--- src/design/cc20_pkg.sv ---
package cc20_pkg;

	// number of column/diagonal double rounds per keystream block
	localparam int DOUBLE_ROUNDS = 10;
	localparam int DR_W = $clog2(DOUBLE_ROUNDS);

	// "expand 32-byte k"
	localparam logic [31:0] SIGMA [4] = '{
		32'h61707865, 32'h3320646e, 32'h79622d32, 32'h6b206574
	};

	// configuration register indexes
	localparam int CFG_IDX_W = 3;
	localparam logic [CFG_IDX_W-1:0] REG_KEY_LOW      = 3'd0;
	localparam logic [CFG_IDX_W-1:0] REG_KEY_MID_LOW  = 3'd1;
	localparam logic [CFG_IDX_W-1:0] REG_KEY_MID_HIGH = 3'd2;
	localparam logic [CFG_IDX_W-1:0] REG_KEY_HIGH     = 3'd3;
	localparam logic [CFG_IDX_W-1:0] REG_NONCE_LOW    = 3'd4;
	localparam logic [CFG_IDX_W-1:0] REG_NONCE_HIGH   = 3'd5;

	// bytes per keystream block
	localparam int BLOCK_BYTES = 64;
	localparam int POS_W = $clog2(BLOCK_BYTES);

	typedef logic [31:0] word_t;

endpackage

--- src/design/chacha20_stream_cipher.sv ---
// a byte that opens a 64-byte block waits while its block is built: load, double rounds,
//   final add, output load
// other bytes leave in the cycle after acceptance, one byte per cycle while out_stall is low and no block is built
// block rate is set by the single add-xor-rotate unit that runs every quarter-round step,
//   one step per cycle; no byte is accepted while a block is generated
// reset: arst_n clears byte position, block counter, config registers and handshakes
module chacha20_stream_cipher
	import cc20_pkg::*;
(
	input  logic                 clk,
	input  logic                 arst_n,
	input  logic                 in_valid,
	output logic                 in_stall,
	input  logic [7:0]           data_byte,
	input  logic                 last_byte,
	output logic                 out_valid,
	input  logic                 out_stall,
	output logic [7:0]           out_byte,
	output logic                 out_last,
	input  logic                 cfg_valid,
	output logic                 cfg_ready,
	input  logic [CFG_IDX_W-1:0] cfg_index,
	input  logic [63:0]          cfg_data
);

	localparam logic [2:0] ST_IDLE  = 3'd0;
	localparam logic [2:0] ST_ROUND = 3'd1;
	localparam logic [2:0] ST_SHUF  = 3'd2;
	localparam logic [2:0] ST_FIN   = 3'd3;
	localparam logic [2:0] ST_EMIT  = 3'd4;

	logic [2:0]       state_q;
	logic [3:0]       sub_q;
	logic             half_q;
	logic [DR_W-1:0]  dr_q;
	logic [1:0]       col_q;
	logic [POS_W-1:0] pos_q;
	logic [31:0]      ctr_q;
	logic [31:0]      blk_ctr_q;
	logic [7:0]       data_q;
	logic             last_q;
	logic             out_valid_q;
	logic [7:0]       out_byte_q;
	logic             out_last_q;
	logic [63:0]      key_low_q, key_mid_low_q, key_mid_high_q, key_high_q, nonce_low_q;
	logic [31:0]      nonce_high_q;

	word_t st_q [16];
	word_t st_d [16];
	word_t init_w [16];
	word_t tmp_w [16];

	logic  in_acc;
	logic  out_free;
	logic  sel_odd;
	word_t add_x, add_y, sum_w, mix_w, rot_w;
	logic [7:0] ks_byte;

	assign cfg_ready = 1'b1;
	assign out_free  = !out_valid_q || !out_stall;
	assign in_stall  = !((state_q == ST_IDLE) && out_free);
	assign in_acc    = in_valid && !in_stall;
	assign out_valid = out_valid_q;
	assign out_byte  = out_byte_q;
	assign out_last  = out_last_q;

	// configuration registers
	always_ff @(posedge clk or negedge arst_n) begin
		if (!arst_n) begin
			key_low_q      <= '0;
			key_mid_low_q  <= '0;
			key_mid_high_q <= '0;
			key_high_q     <= '0;
			nonce_low_q    <= '0;
			nonce_high_q   <= '0;
		end else if (cfg_valid && cfg_ready) begin
			case (cfg_index)
				REG_KEY_LOW:      key_low_q      <= cfg_data;
				REG_KEY_MID_LOW:  key_mid_low_q  <= cfg_data;
				REG_KEY_MID_HIGH: key_mid_high_q <= cfg_data;
				REG_KEY_HIGH:     key_high_q     <= cfg_data;
				REG_NONCE_LOW:    nonce_low_q    <= cfg_data;
				REG_NONCE_HIGH:   nonce_high_q   <= cfg_data[31:0];
				default: ;
			endcase
		end
	end

	// block input state, counter word taken from the block's own copy
	always_comb begin
		for (int i = 0; i < 4; i++) begin
			init_w[i] = SIGMA[i];
		end
		init_w[4]  = key_low_q[31:0];
		init_w[5]  = key_low_q[63:32];
		init_w[6]  = key_mid_low_q[31:0];
		init_w[7]  = key_mid_low_q[63:32];
		init_w[8]  = key_mid_high_q[31:0];
		init_w[9]  = key_mid_high_q[63:32];
		init_w[10] = key_high_q[31:0];
		init_w[11] = key_high_q[63:32];
		init_w[12] = blk_ctr_q;
		init_w[13] = nonce_low_q[31:0];
		init_w[14] = nonce_low_q[63:32];
		init_w[15] = nonce_high_q;
	end

	// shared add-xor-rotate unit on column 0 (a=0, b=4, c=8, d=12)
	always_comb begin
		sel_odd = sub_q[0];
		add_x   = sel_odd ? st_q[8]  : st_q[0];
		add_y   = sel_odd ? st_q[12] : st_q[4];
		sum_w   = add_x + add_y;
		mix_w   = (sel_odd ? st_q[4] : st_q[12]) ^ sum_w;
		case (sub_q[1:0])
			2'd0:    rot_w = {mix_w[15:0], mix_w[31:16]};
			2'd1:    rot_w = {mix_w[19:0], mix_w[31:20]};
			2'd2:    rot_w = {mix_w[23:0], mix_w[31:24]};
			default: rot_w = {mix_w[24:0], mix_w[31:25]};
		endcase
	end

	// next working state
	always_comb begin
		st_d  = st_q;
		tmp_w = st_q;
		case (state_q)
			ST_IDLE: begin
				if (in_acc && (pos_q == '0)) begin
					st_d     = init_w;
					st_d[12] = ctr_q;
				end
			end
			ST_ROUND: begin
				if (sel_odd) begin
					tmp_w[8] = sum_w;
					tmp_w[4] = rot_w;
				end else begin
					tmp_w[0]  = sum_w;
					tmp_w[12] = rot_w;
				end
				// after a quarter round move the next column into place
				if (sub_q[1:0] == 2'd3) begin
					for (int r = 0; r < 4; r++) begin
						for (int j = 0; j < 4; j++) begin
							st_d[r*4+j] = tmp_w[r*4+((j+1)%4)];
						end
					end
				end else begin
					st_d = tmp_w;
				end
			end
			ST_SHUF: begin
				// row r shifted left by r words, or back
				for (int r = 0; r < 4; r++) begin
					for (int j = 0; j < 4; j++) begin
						if (!half_q) begin
							st_d[r*4+j] = st_q[r*4+((j+r)%4)];
						end else begin
							st_d[r*4+j] = st_q[r*4+((j+4-r)%4)];
						end
					end
				end
			end
			ST_FIN: begin
				// add input state back, one column per cycle
				for (int r = 0; r < 4; r++) begin
					tmp_w[r*4] = st_q[r*4] + init_w[r*4+32'(col_q)];
				end
				for (int r = 0; r < 4; r++) begin
					for (int j = 0; j < 4; j++) begin
						st_d[r*4+j] = tmp_w[r*4+((j+1)%4)];
					end
				end
			end
			default: ;
		endcase
	end

	always_ff @(posedge clk) begin
		st_q <= st_d;
	end

	// keystream byte for the current position
	assign ks_byte = st_q[pos_q[POS_W-1:2]][8*pos_q[1:0] +: 8];

	// sequencer
	always_ff @(posedge clk or negedge arst_n) begin
		if (!arst_n) begin
			state_q <= ST_IDLE;
			sub_q   <= '0;
			half_q  <= 1'b0;
			dr_q    <= '0;
			col_q   <= '0;
		end else begin
			case (state_q)
				ST_IDLE: begin
					if (in_acc && (pos_q == '0)) begin
						state_q <= ST_ROUND;
						sub_q   <= '0;
						half_q  <= 1'b0;
						dr_q    <= '0;
					end
				end
				ST_ROUND: begin
					sub_q <= sub_q + 4'd1;
					if (sub_q == 4'd15) begin
						state_q <= ST_SHUF;
					end
				end
				ST_SHUF: begin
					if (!half_q) begin
						half_q  <= 1'b1;
						state_q <= ST_ROUND;
					end else if (dr_q == DR_W'(DOUBLE_ROUNDS - 1)) begin
						state_q <= ST_FIN;
						col_q   <= '0;
					end else begin
						half_q  <= 1'b0;
						dr_q    <= dr_q + 1'b1;
						state_q <= ST_ROUND;
					end
				end
				ST_FIN: begin
					col_q <= col_q + 2'd1;
					if (col_q == 2'd3) begin
						state_q <= ST_EMIT;
					end
				end
				ST_EMIT: begin
					if (out_free) begin
						state_q <= ST_IDLE;
					end
				end
				default: state_q <= ST_IDLE;
			endcase
		end
	end

	// byte position and block counter
	always_ff @(posedge clk or negedge arst_n) begin
		if (!arst_n) begin
			pos_q <= '0;
			ctr_q <= '0;
		end else if (in_acc) begin
			if (last_byte) begin
				pos_q <= '0;
				ctr_q <= '0;
			end else begin
				pos_q <= pos_q + 1'b1;
				if (pos_q == POS_W'(BLOCK_BYTES - 1)) begin
					ctr_q <= ctr_q + 32'd1;
				end
			end
		end
	end

	// request held while its block is generated
	always_ff @(posedge clk) begin
		if (in_acc && (pos_q == '0)) begin
			blk_ctr_q <= ctr_q;
			data_q    <= data_byte;
			last_q    <= last_byte;
		end
	end

	// output register
	always_ff @(posedge clk or negedge arst_n) begin
		if (!arst_n) begin
			out_valid_q <= 1'b0;
		end else if (in_acc && (pos_q != '0)) begin
			out_valid_q <= 1'b1;
		end else if ((state_q == ST_EMIT) && out_free) begin
			out_valid_q <= 1'b1;
		end else if (!out_stall) begin
			out_valid_q <= 1'b0;
		end
	end

	always_ff @(posedge clk) begin
		if (in_acc && (pos_q != '0)) begin
			out_byte_q <= data_byte ^ ks_byte;
			out_last_q <= last_byte;
		end else if ((state_q == ST_EMIT) && out_free) begin
			out_byte_q <= data_q ^ st_q[0][7:0];
			out_last_q <= last_q;
		end
	end

	// block start launches the round sequence
	a_block_start: assert property (@(posedge clk) disable iff (!arst_n)
		(in_acc && (pos_q == '0)) |=> ((state_q == ST_ROUND) && (sub_q == 4'd0)))
		else $error("block start did not enter rounds");

	// last final-add column hands over to output
	a_fin_emit: assert property (@(posedge clk) disable iff (!arst_n)
		((state_q == ST_FIN) && (col_q == 2'd3)) |=> (state_q == ST_EMIT))
		else $error("final add did not reach emit");

	// position steps by one on a non-last byte
	a_pos_step: assert property (@(posedge clk) disable iff (!arst_n)
		(in_acc && !last_byte) |=> (pos_q == $past(pos_q) + 1'b1))
		else $error("byte position did not advance");

	// a new output comes only from a request or the emit state
	a_out_src: assert property (@(posedge clk) disable iff (!arst_n)
		$rose(out_valid_q) |-> $past(in_acc || (state_q == ST_EMIT)))
		else $error("output valid without source");

endmodule
--- config.mk ---
export PLATFORM = sky130hd
export DESIGN_NAME = chacha20_stream_cipher
export DESIGN_NICKNAME = d
export VERILOG_FILES = /design/src/design/cc20_pkg.sv /design/src/design/chacha20_stream_cipher.sv
export SDC_FILE = /design/constraint.sdc
export NUM_CORES = 2
export LEC_CHECK = 0
export ABC_AREA = 0
export BUFFER_PORTS_ARGS = -buffer_cell sky130_fd_sc_hd__buf_2
export CAP_MARGIN = 0
export CORE_AREA = 2 2 454 456
export DETAILED_ROUTE_END_ITERATION = 7
export DIE_AREA = 0 0 456 458
export GPL_ROUTABILITY_DRIVEN = 1
export PLACE_DENSITY = 0.42
export SLEW_MARGIN = 20
export SYNTH_ARGS = -nofsm -noshare
export SYNTH_HDL_FRONTEND = slang
export SYNTH_SLANG_ARGS = --single-unit
--- constraint.sdc ---
create_clock -name clk -period 16.5 [get_ports clk]
set_clock_uncertainty 0.05 [all_clocks]
set_input_delay 3.3 -clock clk [delete_from_list [all_inputs] [get_ports clk]]
set_output_delay 3.3 -clock clk [all_outputs]
set_load 0.03 [all_outputs]
* Word level (Yosys, flattened, before mapping) *
Cells that the tools add are included.

storage, ports and cells
  word-level logic and storage cells = 188
  register bits after elaboration = 967
  input bits = 81

operators by class
  shifts and indexed selects = 1
  bitwise gates (word level) = 9
  add/subtract/negate cells = 13
  reductions and logical operators = 37
  equal/unequal tests = 25
  multiplexer cells = 63
  $lt $le $gt $ge = 5

operators with widths
  operator                 number
  $pmux W512 S4            1
  $mux W512                2
  $mux W32                 27
  $bmux W32 S4             5
  $add A32 B32 Y32         5
  $ge A33 B5 Y1 const B    4
  $pmux W32 S3             1
  $not A5 Y33              2
  $not A2 Y33              1
  $not A4 Y33              1
  $add A32 B1 Y32 const B  1
  $shiftx A32 B6 Y8        1
  $xor A32 B32 Y32         1
  $reduce_and A2 Y1        10
  $mux W8                  2
  $pmux W4 S2              2
  $xor A8 B8 Y8            2
  $pmux W3 S5              1
  $ne A2 B2 Y1 const B     7
  $eq A3 B2 Y1 const B     4
  $mux W3                  4
  $mux W4                  3
  $reduce_and A4 Y1        3
  $add A4 B2 Y5 const A    2
  31 further kinds         61

* Logic depth before layout (Yosys ltp) *
  depth in word-level cells = 7
  depth in mapped cells = 21

* Least setup slack after synthesis *
OpenSTA, ideal clock, no wires.

  path type = input to register
  from = input port out_stall
  to = register state_q[0]
  stages = 7
  data arrival time = 18896 ps
  slack = -2596 ps
  cells stage by stage = a2111oi_4 nand2_1 or2_2 a21o_1 nor2_1 o221ai_1 o221ai_1

between the ends
  longest elaborated chain between the ends = 7
  elaborated cells between the ends (all ways) = 8
  those cells by class = 2 x eq/ne; 6 x reduce/logical

ends and longest elaborated chain
  element                          line                           source
  start: declaration               chacha20_stream_cipher.sv:17   input logic out_stall,
  $logic_not A1 Y1 (*)             -
  $logic_or A1 B1 Y1 (*)           chacha20_stream_cipher.sv:60   assign out_free = !out_valid_q || !out_stall;
  $logic_and A1 B1 Y1              chacha20_stream_cipher.sv:61   assign in_stall = !((state_q == ST_IDLE) && out_free);
  $logic_and A1 B1 Y1              chacha20_stream_cipher.sv:62   assign in_acc = in_valid && !in_stall;
  $logic_and A1 B1 Y1              chacha20_stream_cipher.sv:198  if (in_acc && (pos_q == '0)) begin
  $ne A2 B1 Y1 (no line)           -
  $reduce_and A4 Y1 (no line) (*)  -
  end signal: assignment           chacha20_stream_cipher.sv:199  state_q <= ST_ROUND;
  end signal: assignment           chacha20_stream_cipher.sv:208  state_q <= ST_SHUF;
  end signal: assignment           chacha20_stream_cipher.sv:214  state_q <= ST_ROUND;
  end: declaration                 chacha20_stream_cipher.sv:32   logic [2:0] state_q;

Mark *: on every way between the ends. The rest lies on a longest branch, timed or not.
A chain may end at the register's enable or synchronous reset.

* Worst setup path after layout *
  from = input port out_stall
  to = register st_q[43] (netlist bit), enable pin

between the ends
  longest elaborated chain between the ends = 7

ends and longest elaborated chain
  element                      line                           source
  $logic_not A1 Y1             -
  $logic_or A1 B1 Y1           chacha20_stream_cipher.sv:60
  $logic_and A1 B1 Y1          chacha20_stream_cipher.sv:61
  $logic_and A1 B1 Y1          chacha20_stream_cipher.sv:62
  $logic_and A1 B1 Y1          chacha20_stream_cipher.sv:129  if (in_acc && (pos_q == '0)) begin
  $ne A2 B1 Y1 (no line)       -
  $reduce_and A3 Y1 (no line)  -
  end signal: assignment       chacha20_stream_cipher.sv:181  st_q <= st_d;
  end: declaration             chacha20_stream_cipher.sv:48   word_t st_q [16];

No other way between the ends.

==> metrics.cfg <==
[logic_synthesis]
synth_top_family_by_area=multiplexers
synthesis.nets=5616
yosys_warnings=0
synth_compound_area_share_pct=17.11
synth.top_cell.area_share_pct=27.72
synth_mux_area_share_pct=19.16
syn_inst=5375
post-synth-top-area-cell=edfxtp_1
synth_area_um2=60870
synth-edff-count=562
seq_area_frac_synth_pct=44.37
synthFlopType=edfxtp_1
synthSimpleGateAreaFrac_pct=8.814
avgSynthCellArea_um2=11.33
synthAdderAreaFrac_pct=3.350
synth.area.top_cells=edfxtp_1 (28%), dfrtp_1 (17%), mux4_2 (9.8%), mux2_2 (7.8%), ha_1 (3.2%)
ys_ff_latch=967
ys_types=100
async_flop_share_pct=41.88
yosys.area_share.xor_xnor_pct=3.188

[clocking]
cts_sinks=967
cts.clk_slew.worst_paths_ns=0.06
cts_hold_buf=0
ctsHtreeMaxLevel=3
insertion_delay_ns=0.80
tritoncts=yes
numCtsBuffers=116
post_cts_buffers=0
post_cts_resized=0
cts_buffer_depth=3
clock-root-buffer=clkbuf_16

[setup_path]
cp_max_fo=67
reg2reg_slack_ns=9.60
rr_startpoint=sub_q[0]
crit_path_end=st_q[43]
cp.required_ns=16.84
startpoint_type=primary input
worst-r2r-cell-count=13
worstSetupPathType=primary input to flop
timing.critical_path.from=out_stall
arrival_ns=8.07
cp-end-kind=flop
rr_endpoint=st_q[1]

[sta]
fin_setup_tns_ns=0
timing.fmax_mhz=129.4
fin_crit_sh_pct=46.82
period_needed_ns=7.726
worst_slack_ns=8.774
setup_violations=0
max_slew_margin_pct=10.32
slew_violations=0
finalHoldViolations=0
grt_setup_unrepaired=no
worst_pin_slew_ns=1.345

[grt]
first_global_vias=47286
grt_max_degree=139
grt_pass1_wl_mm=390.9
overflow=0
grt_antenna_before_repair=29
track_usage_pct=26.21

[hold_path]
hold_class=flop to flop

[detailed_routing]
vias=50084
drtAntennaViolNets=0
wl_per_cell_um=34.77
drc=19
routed_wirelength_mm=281.1
dr.pass1.iters=8
drt-initial-drc-count=6685
via_per_inst=6.195

[run_status]
outcome=finished, violations left
violations=DRC

[floorplan]
die_x_um=456
die_area_um2=208800
start_util_pct=29.88
core_um2=203800
rows=166
fp.dieH_um=458
io_pins=93

[cells_and_area]
fillers=20225
drive_gt1_share_pct=21.82
area.growth.synth_to_final_pct=12.04
nNetsFinal=5532

[flow_run]
drv_cap=0

[place]
hpwl_mm=195.7
place.gp.congestion=0.9749
dp_slack_ns=7.979
port_buffers=91

-- area by class of cell --
| type | instances | area [µm²] | area share [%] |
|---|---|---|---|
| Clock buffer | 170 | 3362 | 4.929 |
| Multi-Input combinational cell | 3776 | 31670 | 46.43 |
| Clock inverter | 50 | 479.2 | 0.7026 |
| Timing Repair Buffer | 214 | 1464 | 2.146 |
| Inverter | 216 | 818.3 | 1.200 |
| Antenna cell | 4 | 10.01 | 0.01468 |
| Tap cell | 2688 | 3363 | 4.931 |
| Sequential cell | 967 | 27040 | 39.65 |
-- cells by family (layout without fill, tap and decap cells) --
logic type,after synthesis,in the layout
adder cells (fa/ha/maj),160,160
multiplexers,783,783
flip-flops,967,967
AO/OA/AOI/OAI,1455,1455
XOR/XNOR,194,194
buffers and inverters,632,650
other,1,5
AND/OR/NAND/NOR,1183,1183
-- per-stage QoR --
step / instances / utilization [%] / hold WS (ns) / instance area [µm²]
after detailed placement: 7861 / 31.57 / 0.4552 / 64330
after CTS: 8081 / 33.46 / 0.4693 / 68180
final: 8085 / 33.47 / 0.4647 / 68200
after global placement: 7861 / 31.57 / 0.4623 / 64330
after global routing: 8081 / 33.47 / 0.4853 / 68190
after floorplan: 5375 / - / 0.3964 / 60880
-- synth_stat cells (63+ instances only) --
cell type  instances
dfrtp_1          405
nor2_1           421
mux4_2           264
buf_1             63
xnor2_1           92
nand3_1           93
a21oi_1          298
inv_1            215
xor2_1            84
mux2i_1           99
ha_1             155
o21ai_0          284
clkbuf_1         313
a21o_1            70
mux2_2           420
nand2_1          365
edfxtp_1         562
a221oi_1         138
a222oi_1         188
-- metal layers --
metal  global-route usage (%)  up-vias  wire length [µm]  part of all wire [%]
met5                        0        -                78                 0.028
met4                    9.913       12             11240                   4.0
met2                    40.71     2706            126200                    45
li1                         -    20858                 -                     -
met1                    36.82    26068            121500                    43
met3                    3.855      440             22110                   7.9
-- worst min-delay path by stage --
stage,slack [ns],to,depth (start not counted),start
floorplan,0.40,blk_ctr_q[30],0,ctr_q[30]
global placement,0.46,key_mid_high_q[11],1,key_mid_high_q[11]
detailed placement,0.46,blk_ctr_q[30],0,ctr_q[30]
CTS,0.47,blk_ctr_q[30],0,ctr_q[30]
global route,0.49,blk_ctr_q[30],0,ctr_q[30]
finish,0.46,blk_ctr_q[30],0,ctr_q[30]
-- critical path, stage by stage --
cell and delay [ns]:
buf_2 0.14, a2111oi_4 0.58, nand2_1 0.53, or2_2 0.52
a21o_1 0.32, nor2_4 0.75, buf_4 0.86, buf_4 0.90
-- flip-flops by register name (all words and copies together), names as in the netlist, 2 cells and up --
signal and cells:
blk_ctr_q 32, key_low_q 64, state_q 3, key_mid_high_q 64
key_mid_low_q 64, col_q 2, st_q 512, dr_q 4
key_high_q 64, sub_q 4, nonce_high_q 32, out_byte 8
nonce_low_q 64, pos_q 6, data_q 8, ctr_q 32
-- layout by cell type, fill, tap and decap left out, types with 25 or more instances in the layout --
cell type and count:
nand4_1 25, a21oi_1 298, buf_4 117, edfxtp_1 562, a222oi_1 188, o22ai_1 31
inv_1 211, and3_1 28, ha_1 154, nand2b_1 31, nand3_1 92, o221ai_1 41
clkbuf_16 121, and2_1 55, o31ai_1 27, o211ai_1 39, mux2_2 420, nand2_1 363
xor2_1 83, a221oi_1 138, xnor2_1 91, a21o_1 70, a211oi_1 33, dfrtp_1 394
o21a_1 47, buf_2 90, clkbuf_1 34, mux4_2 264, mux2i_1 99, nor2_1 406
nor3_1 44, clkinv_2 27, a31oi_1 44, o21ai_0 284, a221o_1 32
Power is left out: the tool's default activity adds up to more than one toggle a clock period on the data nets, which glitch-free logic cannot reach.
